[config.mk]
export PLATFORM = sky130hd
export DESIGN_NAME = mme_ctrl
export DESIGN_NICKNAME = d
export VERILOG_FILES = /design/src/sv/mme_pkg.sv /design/src/sv/mme_ctrl.sv
export SDC_FILE = /design/constraint.sdc
export NUM_CORES = 1
export LEC_CHECK = 0
export BUFFER_PORTS_ARGS = -buffer_cell sky130_fd_sc_hd__clkbuf_2
export CORE_MARGIN = 10
export CORE_UTILIZATION = 45
export CTS_BUF_LIST = sky130_fd_sc_hd__clkbuf_16
export DETAILED_ROUTE_END_ITERATION = 10
export GPL_TIMING_DRIVEN = 0
export PLACE_DENSITY = 0.65
export SETUP_SLACK_MARGIN = 0.2
export SYNTH_ARGS = -nofsm -noshare
export SYNTH_HDL_FRONTEND = slang
export SYNTH_SLANG_ARGS = --single-unit
[constraint.sdc]
create_clock -name clk -period 6.1 [get_ports clk]
set_input_delay 0.61 -clock clk [delete_from_list [all_inputs] [get_ports clk]]
set_output_delay 0.61 -clock clk [all_outputs]
set_load 0.1 [all_outputs]
[src/sv/mme_pkg.sv]
// ----------------------------------------------------------------------------
// mme_pkg
// Shared types and constants of the matrix multiply engine: field widths,
// operation and register codes, controller states and the command and
// status bundles between controller and datapath.
// ----------------------------------------------------------------------------
package mme_pkg;

	// field and storage widths
	localparam int ELEM_W      = 16;
	localparam int PROD_W      = 2 * ELEM_W;
	localparam int ACC_W       = 40;
	localparam int STORE_AW    = 12;
	localparam int STORE_DEPTH = 1 << STORE_AW;
	localparam int DIM_W       = 7;
	localparam int ROW_W       = 6;
	localparam int ROW_LIMIT   = 1 << ROW_W;
	localparam int OP_W        = 2;
	localparam int CFG_IDX_W   = 2;

	// stream payload widths, padded to whole bytes
	localparam int IN_TDATA_W  = 32;
	localparam int OUT_TDATA_W = 48;

	// default dimension clamp
	localparam int MAX_DIM_DEFAULT = 64;

	// reset value of the dimension registers
	localparam logic [DIM_W-1:0] DIM_RESET = 7'd4;

	typedef enum logic [OP_W-1:0] {
		OP_WRITE_A = 2'd0,
		OP_WRITE_B = 2'd1,
		OP_COMPUTE = 2'd2
	} op_t;

	typedef enum logic [CFG_IDX_W-1:0] {
		CFG_ROWS_A    = 2'd0,
		CFG_COLS_B    = 2'd1,
		CFG_INNER_DIM = 2'd2
	} cfg_idx_t;

	typedef enum logic [2:0] {
		ST_IDLE,
		ST_SETUP,
		ST_RUN,
		ST_DRAIN,
		ST_PUT
	} state_t;

	// controller to datapath
	typedef struct packed {
		logic                a_we;
		logic                b_we;
		logic                rd_en;
		logic                first;
		logic [STORE_AW-1:0] a_addr;
		logic [STORE_AW-1:0] b_addr;
		logic                out_load;
		logic [ROW_W-1:0]    out_row;
		logic                out_last;
	} cmd_t;

	// datapath to controller
	typedef struct packed {
		logic pipe_busy;
		logic out_free;
	} stat_t;

endpackage

[src/sv/mme_ctrl.sv]
// ----------------------------------------------------------------------------
// mme_ctrl
// Controller of the matrix multiply engine: dimension registers, input
// decode and the row and inner-term sequencer for one column of C.
// ----------------------------------------------------------------------------
module mme_ctrl #(
	parameter int MAX_DIM = mme_pkg::MAX_DIM_DEFAULT
) (
	input  logic                           clk,
	input  logic                           arst_n,
	input  logic                           cfg_we,
	input  logic [mme_pkg::CFG_IDX_W-1:0]  cfg_index,
	input  logic [mme_pkg::DIM_W-1:0]      cfg_data,
	input  logic                           in_valid,
	output logic                           in_ready,
	input  logic [mme_pkg::OP_W-1:0]       in_op,
	input  logic [mme_pkg::STORE_AW-1:0]   in_index,
	output mme_pkg::cmd_t                  cmd,
	input  mme_pkg::stat_t                 stat
);

	mme_pkg::state_t state_q;
	mme_pkg::state_t state_nxt;

	logic [mme_pkg::DIM_W-1:0]    rows_q;
	logic [mme_pkg::DIM_W-1:0]    cols_q;
	logic [mme_pkg::DIM_W-1:0]    inner_q;
	logic [mme_pkg::STORE_AW-1:0] col_q;
	logic [mme_pkg::STORE_AW-1:0] b_base_q;
	logic [mme_pkg::STORE_AW-1:0] a_addr_q;
	logic [mme_pkg::STORE_AW-1:0] b_addr_q;
	logic [mme_pkg::DIM_W-1:0]    t_q;
	logic [mme_pkg::ROW_W-1:0]    row_q;

	logic [mme_pkg::DIM_W-1:0]    n_a;
	logic [mme_pkg::DIM_W-1:0]    n_rows;
	logic [mme_pkg::DIM_W-1:0]    m_cols;
	logic [mme_pkg::DIM_W-1:0]    k_dim;
	logic [mme_pkg::DIM_W+mme_pkg::STORE_AW-1:0] b_base_full;
	logic                         accept;
	logic                         col_ok;
	logic                         t_last;
	logic                         row_last;
	mme_pkg::op_t                 op;

	function automatic logic [mme_pkg::DIM_W-1:0] clamp_dim(
		input logic [mme_pkg::DIM_W-1:0] v
	);
		logic [mme_pkg::DIM_W-1:0] r;
		if (v == '0) begin
			r = mme_pkg::DIM_W'(1);
		end else if (int'(v) > MAX_DIM) begin
			r = mme_pkg::DIM_W'(MAX_DIM);
		end else begin
			r = v;
		end
		return r;
	endfunction

	// effective dimensions
	assign n_a    = clamp_dim(rows_q);
	assign n_rows = (int'(n_a) > mme_pkg::ROW_LIMIT) ? mme_pkg::DIM_W'(mme_pkg::ROW_LIMIT)
		: n_a;
	assign m_cols = clamp_dim(cols_q);
	assign k_dim  = clamp_dim(inner_q);

	assign op       = mme_pkg::op_t'(in_op);
	assign accept   = in_valid && in_ready;
	assign col_ok   = in_index < {{(mme_pkg::STORE_AW - mme_pkg::DIM_W){1'b0}}, m_cols};
	assign t_last   = (t_q == k_dim - mme_pkg::DIM_W'(1));
	assign row_last = ({1'b0, row_q} == n_rows - mme_pkg::DIM_W'(1));

	assign b_base_full = {{mme_pkg::STORE_AW{1'b0}}, k_dim}
		* {{mme_pkg::DIM_W{1'b0}}, col_q};

	// dimension registers
	always_ff @(posedge clk or negedge arst_n) begin
		if (!arst_n) begin
			rows_q  <= mme_pkg::DIM_RESET;
			cols_q  <= mme_pkg::DIM_RESET;
			inner_q <= mme_pkg::DIM_RESET;
		end else if (cfg_we) begin
			case (mme_pkg::cfg_idx_t'(cfg_index))
				mme_pkg::CFG_ROWS_A:    rows_q  <= cfg_data;
				mme_pkg::CFG_COLS_B:    cols_q  <= cfg_data;
				mme_pkg::CFG_INNER_DIM: inner_q <= cfg_data;
				default: ;
			endcase
		end
	end

	// next state
	always_comb begin
		state_nxt = state_q;
		case (state_q)
			mme_pkg::ST_IDLE: begin
				if (accept && op == mme_pkg::OP_COMPUTE && col_ok) begin
					state_nxt = mme_pkg::ST_SETUP;
				end
			end
			mme_pkg::ST_SETUP: state_nxt = mme_pkg::ST_RUN;
			mme_pkg::ST_RUN: begin
				if (t_last) begin
					state_nxt = mme_pkg::ST_DRAIN;
				end
			end
			mme_pkg::ST_DRAIN: begin
				if (!stat.pipe_busy) begin
					state_nxt = mme_pkg::ST_PUT;
				end
			end
			mme_pkg::ST_PUT: begin
				if (stat.out_free) begin
					state_nxt = row_last ? mme_pkg::ST_IDLE : mme_pkg::ST_RUN;
				end
			end
			default: state_nxt = mme_pkg::ST_IDLE;
		endcase
	end

	always_ff @(posedge clk or negedge arst_n) begin
		if (!arst_n) begin
			state_q <= mme_pkg::ST_IDLE;
		end else begin
			state_q <= state_nxt;
		end
	end

	// sequencer counters and store addresses
	always_ff @(posedge clk or negedge arst_n) begin
		if (!arst_n) begin
			t_q   <= '0;
			row_q <= '0;
		end else begin
			case (state_q)
				mme_pkg::ST_SETUP: begin
					t_q   <= '0;
					row_q <= '0;
				end
				mme_pkg::ST_RUN: begin
					t_q <= t_q + mme_pkg::DIM_W'(1);
				end
				mme_pkg::ST_PUT: begin
					if (stat.out_free) begin
						t_q   <= '0;
						row_q <= row_q + mme_pkg::ROW_W'(1);
					end
				end
				default: ;
			endcase
		end
	end

	always_ff @(posedge clk) begin
		case (state_q)
			mme_pkg::ST_IDLE: begin
				col_q <= in_index;
			end
			mme_pkg::ST_SETUP: begin
				b_base_q <= b_base_full[mme_pkg::STORE_AW-1:0];
				b_addr_q <= b_base_full[mme_pkg::STORE_AW-1:0];
				a_addr_q <= '0;
			end
			mme_pkg::ST_RUN: begin
				a_addr_q <= a_addr_q + {{(mme_pkg::STORE_AW - mme_pkg::DIM_W){1'b0}}, n_a};
				b_addr_q <= b_addr_q + mme_pkg::STORE_AW'(1);
			end
			mme_pkg::ST_PUT: begin
				a_addr_q <= {{(mme_pkg::STORE_AW - mme_pkg::ROW_W){1'b0}}, row_q}
					+ mme_pkg::STORE_AW'(1);
				b_addr_q <= b_base_q;
			end
			default: ;
		endcase
	end

	// outputs
	always_comb begin
		in_ready     = (state_q == mme_pkg::ST_IDLE);
		cmd.a_we     = accept && op == mme_pkg::OP_WRITE_A;
		cmd.b_we     = accept && op == mme_pkg::OP_WRITE_B;
		cmd.rd_en    = (state_q == mme_pkg::ST_RUN);
		cmd.first    = (t_q == '0);
		cmd.a_addr   = a_addr_q;
		cmd.b_addr   = b_addr_q;
		cmd.out_load = (state_q == mme_pkg::ST_PUT) && stat.out_free;
		cmd.out_row  = row_q;
		cmd.out_last = row_last;
	end

`ifndef SYNTHESIS
	// a result is only loaded when the output register can take it
	assert property (@(posedge clk) disable iff (!arst_n)
		cmd.out_load |-> stat.out_free)
		else $error("result loaded over a pending output beat");

	// the sum is only handed over once the mac pipe has drained
	assert property (@(posedge clk) disable iff (!arst_n)
		(state_q == mme_pkg::ST_PUT) |-> !stat.pipe_busy)
		else $error("result taken while mac pipe busy");

	// inner-term counter stays within the inner dimension
	assert property (@(posedge clk) disable iff (!arst_n)
		(state_q == mme_pkg::ST_RUN) |-> (t_q < k_dim))
		else $error("inner-term counter overran");

	// no read is issued outside the run state once the row is done
	assert property (@(posedge clk) disable iff (!arst_n)
		(state_q == mme_pkg::ST_RUN && t_last) |=> !cmd.rd_en)
		else $error("read issued past the last inner term");
`endif

endmodule

# After elaboration in Yosys (flattened, before gate mapping)
# Index checks and enable logic that the tools add are counted.
[op_classes] n_lt_le_gt_ge=5 muxes=19 multipliers=1 n_eq_ne=14 add_sub_neg=7 reduce_logical=21
[ops] operator="$pmux 12 s3" n=2
[ops] operator="$mux 7" n=8
[ops] operator="$gt 7x7->1 const B" n=4
[ops] operator="$logic_not 7->1" n=4
[ops] operator="$pmux 7 s3" n=1
[ops] operator="$pmux 3 s5" n=1
[ops] operator="$sub 7x1->7 const B" n=2
[ops] operator="$add 12x1->12 const B" n=1
[ops] operator="$add 12x7->12" n=1
[ops] operator="$lt 12x7->1" n=1
[ops] operator="$mul 7x12->12" n=1
[ops] operator="$mux 3" n=4
[ops] operator="$pmux 6 s2" n=1
[ops] operator="$reduce_and 2->1" n=5
[ops] operator="$add 6x1->7 const B" n=1
[ops] operator="$add 7x1->7 const B" n=1
[ops] operator="$eq 6x7->1" n=1
[ops] operator="$eq 7x7->1" n=1
[ops] operator="$add 6x1->6 const B" n=1
[ops] operator="$eq 3x2->1 const B" n=2
[ops] operator="$logic_and 1x1->1" n=6
[ops] operator="$mux 6" n=1
[ops] operator="$eq 2x1->1 const B" n=2
[ops] operator="$eq 2x2->1 const B" n=2
[ops] operator="10 further kinds" n=13
[word_totals] in_bits=29 elab_cells=77 register_bits=85

# Depth between registers and ports, before layout
[depth] ltp_word=10 depth_mapped=19 depth_no_buf=17

# Worst setup path after synthesis
# No wires, ideal clock.
[synth_timing] kind="register to output" startpoint="register state_q[0]" endpoint="output port cmd[35] (netlist bit)" path_slack_ns=-1.067 stages_incl_launch_ff=4 arrival_ns=6.557 n_path_buf=1 path_cell_list="dfrtp_1 buf_2 nor3_1 nor4bb_1"
[synth_lines] item="start: declaration" line="mme_ctrl.sv:22" text="mme_pkg::state_t state_q;"
[synth_lines] item="start signal: assignment" line="mme_ctrl.sv:123" text="state_q <= mme_pkg::ST_IDLE;"
[synth_lines] item="start signal: assignment" line="mme_ctrl.sv:125" text="state_q <= state_nxt;"
[synth_lines] item="end: declaration" line="mme_ctrl.sv:18" text="output mme_pkg::cmd_t cmd,"

# Worst setup path after layout
[layout_timing] startpoint="register inner_q[6] (netlist bit)" endpoint="register b_addr_q[11] (netlist bit) (data pin)"
[layout_between] elab_chain_len=5 word_cells_on_any_way=6 cone_classes="mul (1); order compare (1); mux (3); reduce/logical (1)"
[layout_lines] item="start: declaration" line="mme_ctrl.sv:27" text="logic [mme_pkg::DIM_W-1:0] inner_q;"
[layout_lines] item="start signal: assignment" line="mme_ctrl.sv:81" text="inner_q <= mme_pkg::DIM_RESET;"
[layout_lines] item="start signal: assignment" line="mme_ctrl.sv:86" text="mme_pkg::CFG_INNER_DIM: inner_q <= cfg_data;"
[layout_lines] item="$gt 7x7->1" line="mme_ctrl.sv:52" text="end else if (int'(v) > MAX_DIM) begin"
[layout_lines] item="$mux 7" line="mme_ctrl.sv:52"
[layout_lines] item="$mux 7 (*)" line="mme_ctrl.sv:50" text="if (v == '0) begin"
[layout_lines] item="$mul 7x12->12 (*)" line="mme_ctrl.sv:74" text="* {{mme_pkg::DIM_W{1'b0}}, col_q};"
[layout_lines] item="via b_base_full (one bit)" line="mme_ctrl.sv:39" text="logic [mme_pkg::DIM_W+mme_pkg::STORE_AW-1:0] b_base_full;"
[layout_lines] item="$pmux 12 s3 (*)" line="mme_ctrl.sv:155" text="case (state_q)"
[layout_lines] item="end signal: assignment" line="mme_ctrl.sv:161" text="b_addr_q <= b_base_full[mme_pkg::STORE_AW-1:0];"
[layout_lines] item="end signal: assignment" line="mme_ctrl.sv:166" text="b_addr_q <= b_addr_q + mme_pkg::STORE_AW'(1);"
[layout_lines] item="end signal: assignment" line="mme_ctrl.sv:171" text="b_addr_q <= b_base_q;"
[layout_lines] item="end: declaration" line="mme_ctrl.sv:31" text="logic [mme_pkg::STORE_AW-1:0] b_addr_q;"
# The timed path passes the listed nets; every way through them passes the cells marked *.
# A chain may end at the register's enable or synchronous reset.

==> run metrics <==
main combinational cell family by area after synthesis adder cells; Syn-to-layout area delta 13.5%; share of the synthesized area in the top cell type 0.227; H-tree depth 3; WP data required 6.19 ns; TritonCTS clock tree done; first-pass GRT wire length 24.1 mm; Final Setup Violations 0; vias in the first global route 4,857; DRT Wirelength 14.4 mm; PortBufs 65; Rel. slew slack 0.278; Slew Viols, Final 0; end of the critical path b_addr_q[11]; CTS Buf Count 9; layout cells sized above 1 0.186; Post-Synth Simple-Gate Area 0.177; Yosys warning count 0; post-synthesis mux area share 0.0400; Period minus WS final 5.40 ns; uppermost layer routed met4; worst setup path startpoint inner_q[6]; Vias/cell 5.37; clk slew on worst S/H paths 0.07 ns; Post-synth EDFFs 48; metal1 wirelength 6.99 mm; most common flop cell mapped by yosys edfxtp_1; Worst-Margin Slew 1.06 ns; Detail Placement HPWL 11.4 mm; largest net degree at the start of global routing 38; Post-CTS Resized 0; met2 wire length 6.54 mm; fin crit share 0.885; 1st-pass router iterations 4; Post-DRT Antenna Nets 0; CP max FO 10; worst reg2reg startpoint inner_q[6]; initial core utilization 0.458; max incr delay on CP 0.55 ns; crit end category register; Die ar. 0.0193 mm2; global route overflow 0; wire per inst 16.2 um; synthesized cell area 0.00635 mm2; Async S/R FF share, synth 0.435; maxcap violations 0; Most common cell on crit path fa_1; gr usage total 0.148; count of cell types in the netlist 65; Worst Hold Class primary input to async pin; Sum Neg Setup Slack 0 ns; outcome finished clean; CP Cell Sequence buf_6, clkbuf_1, nor2b_1, and2_1, fa_1, fa_1, fa_1, inv_1, fa_1, inv_1, ha_1, o311ai_0, o21ai_0, xnor2_1, a221o_1; core box area 0.0139 mm2; Setup Skew 0.0114 ns; dominant cells by area after synthesis edfxtp_1 (23%), dfrtp_1 (13%), fa_1 (10%), ha_1 (7.3%), xnor2_1 (4.6%); CTS Buffer Depth 2; RSZ-0062 raised after global routing false; Worst Path Arrival 5.49 ns; final-report hold violation count 0; Die Ht 139 um; Post-CTS Setup Inserts 0; sequential area share after synthesis 0.373; routed via count 4,755; CP Launch Type register; Worst Reg2Reg Path Length in Cells 15; initial drt markers 294; Die W 139 um; Slowest cell on crit path fa_1; I/O pins 66; Worst R2R Setup Slack 0.70 ns; Yosys reg bits 85; xor and xnor fraction of the mapped netlist area 0.0794; worst skew pair latency 0.34 ns; # diodes 0; Post-CTS Hold Buffers 0; Root Driver clkbuf_16; mean post-synth cell area 10.2 um2; max frequency 0.185 GHz; total clock sinks 85; initial antenna violation count 0; metal3 WL 674 um; critical path class register to register; post-synthesis adder-cell area fraction 0.177; Nets 800; Compound-Gate Fraction of Synth Area 0.102; Post-Syn Nets 723; Synth area leader edfxtp_1; DRC 0; RR Endpoint b_addr_q[11]; GPL Wtd Cong 0.862; Post-Synthesis Cells 624; Rows 43
==> critical path, delay by kind of cell (launching register included) <==
kind | cells | cell delay, ns
adder cells (fa/ha/maj) | 5 | 2.29
XOR/XNOR | 1 | 0.18
AND/OR/NAND/NOR | 2 | 0.77
AO/OA/AOI/OAI | 3 | 1.05
buffers and inverters | 4 | 0.47
flip-flops | 1 | 0.37
==> cells in the mapped netlist, types with 5 or more instances <==
| cell | number |
|---|---|
| and2_1 | 27 |
| and3_1 | 13 |
| inv_1 | 52 |
| nand3_1 | 14 |
| nor2_1 | 43 |
| nor2b_1 | 11 |
| nand2_1 | 49 |
| a21oi_1 | 28 |
| xor2_1 | 22 |
| and2_2 | 9 |
| mux2_2 | 19 |
| xnor2_1 | 33 |
| dfrtp_1 | 34 |
| nor3_1 | 15 |
| o21ai_0 | 28 |
| ha_1 | 37 |
| clkbuf_1 | 17 |
| fa_1 | 33 |
| a221o_1 | 9 |
| o22ai_1 | 5 |
| edfxtp_1 | 48 |
==> metal layers <==
metal | track usage | vias up
li1 | - | 2326
met1 | 0.202 | 2314
met2 | 0.228 | 96
met3 | 0.0373 | 19
met4 | 0.0390 | 0
met5 | 0 | -
==> logic make-up (layout without fill, tap and decap cells) <==
kind of cell,Yosys count,in the layout
AOI/OAI and AO/OA,101,101
xor gates and xnor gates,56,56
adders and majority gates,70,70
buffers and inverters,78,160
DFF,85,85
muxes,23,23
and+or+nand+nor,211,211
==> flip-flops by register name, indices dropped and copies added, names as in the netlist <==
name      flops
a_addr_q     12
rows_q        7
row_q         6
b_addr_q     12
inner_q       7
state_q       3
col_q        12
t_q           7
b_base_q     12
cols_q        7
==> final cells by class <==
class / count / area (um2)
Sequential cell: 85 / 2370
Buffer: 25 / 130
Clock buffer: 9 / 225
Inverter: 53 / 199
Multi-Input combinational cell: 461 / 3670
Clock inverter: 7 / 51.3
Fill cell: 1310 / 6670
Tap cell: 180 / 225
Timing Repair Buffer: 66 / 340
==> cell usage in the layout (no fill, tap or decap), types with 4 or more instances in the layout <==
master and count:
clkbuf_2 65, inv_1 53, nand2_1 49, edfxtp_1 48, nor2_1 43, ha_1 37, dfrtp_1 34, xnor2_1 33
fa_1 33, a21oi_1 28, o21ai_0 28, and2_1 27, xor2_1 22, mux2_2 19, clkbuf_1 17, nor3_1 14
nand3_1 14, and3_1 13, nor2b_1 11, and2_2 9, a221o_1 9, clkbuf_16 9, o22ai_1 5, buf_6 4
mux2i_1 4, nor3b_1 4
==> per-stage QoR <==
| step | instances | area (um2) | hold WS (ns) | util | setup slack, ns |
|---|---|---|---|---|---|
| after CTS | 886 | 7210 | 0.430 | 0.519 | 0.630 |
| after global placement | 869 | 6910 | 0.517 | 0.498 | 0.787 |
| final | 886 | 7210 | 0.399 | 0.519 | 0.704 |
| after detailed placement | 870 | 6930 | 0.528 | 0.499 | 0.651 |
| after global routing | 886 | 7210 | 0.455 | 0.519 | 0.439 |
| after floorplan | 624 | 6360 | 0.314 | - | 1.25 |
==> worst min-delay path by stage <==
stage | startpoint | to | slack (ns) | cells past startpoint
floorplan | arst_n | cols_q[0] | 0.31 | 0
global placement | b_base_q[1] | b_addr_q[1] | 0.52 | 2
detailed placement | cols_q[6] | cols_q[6] | 0.53 | 1
CTS | arst_n | row_q[5] | 0.43 | 1
global route | in_index[8] | col_q[8] | 0.46 | 1
finish | arst_n | row_q[5] | 0.40 | 1
Power is left out: the tool's default activity adds up to more than one toggle a clock period on the data nets, which glitch-free logic cannot reach.
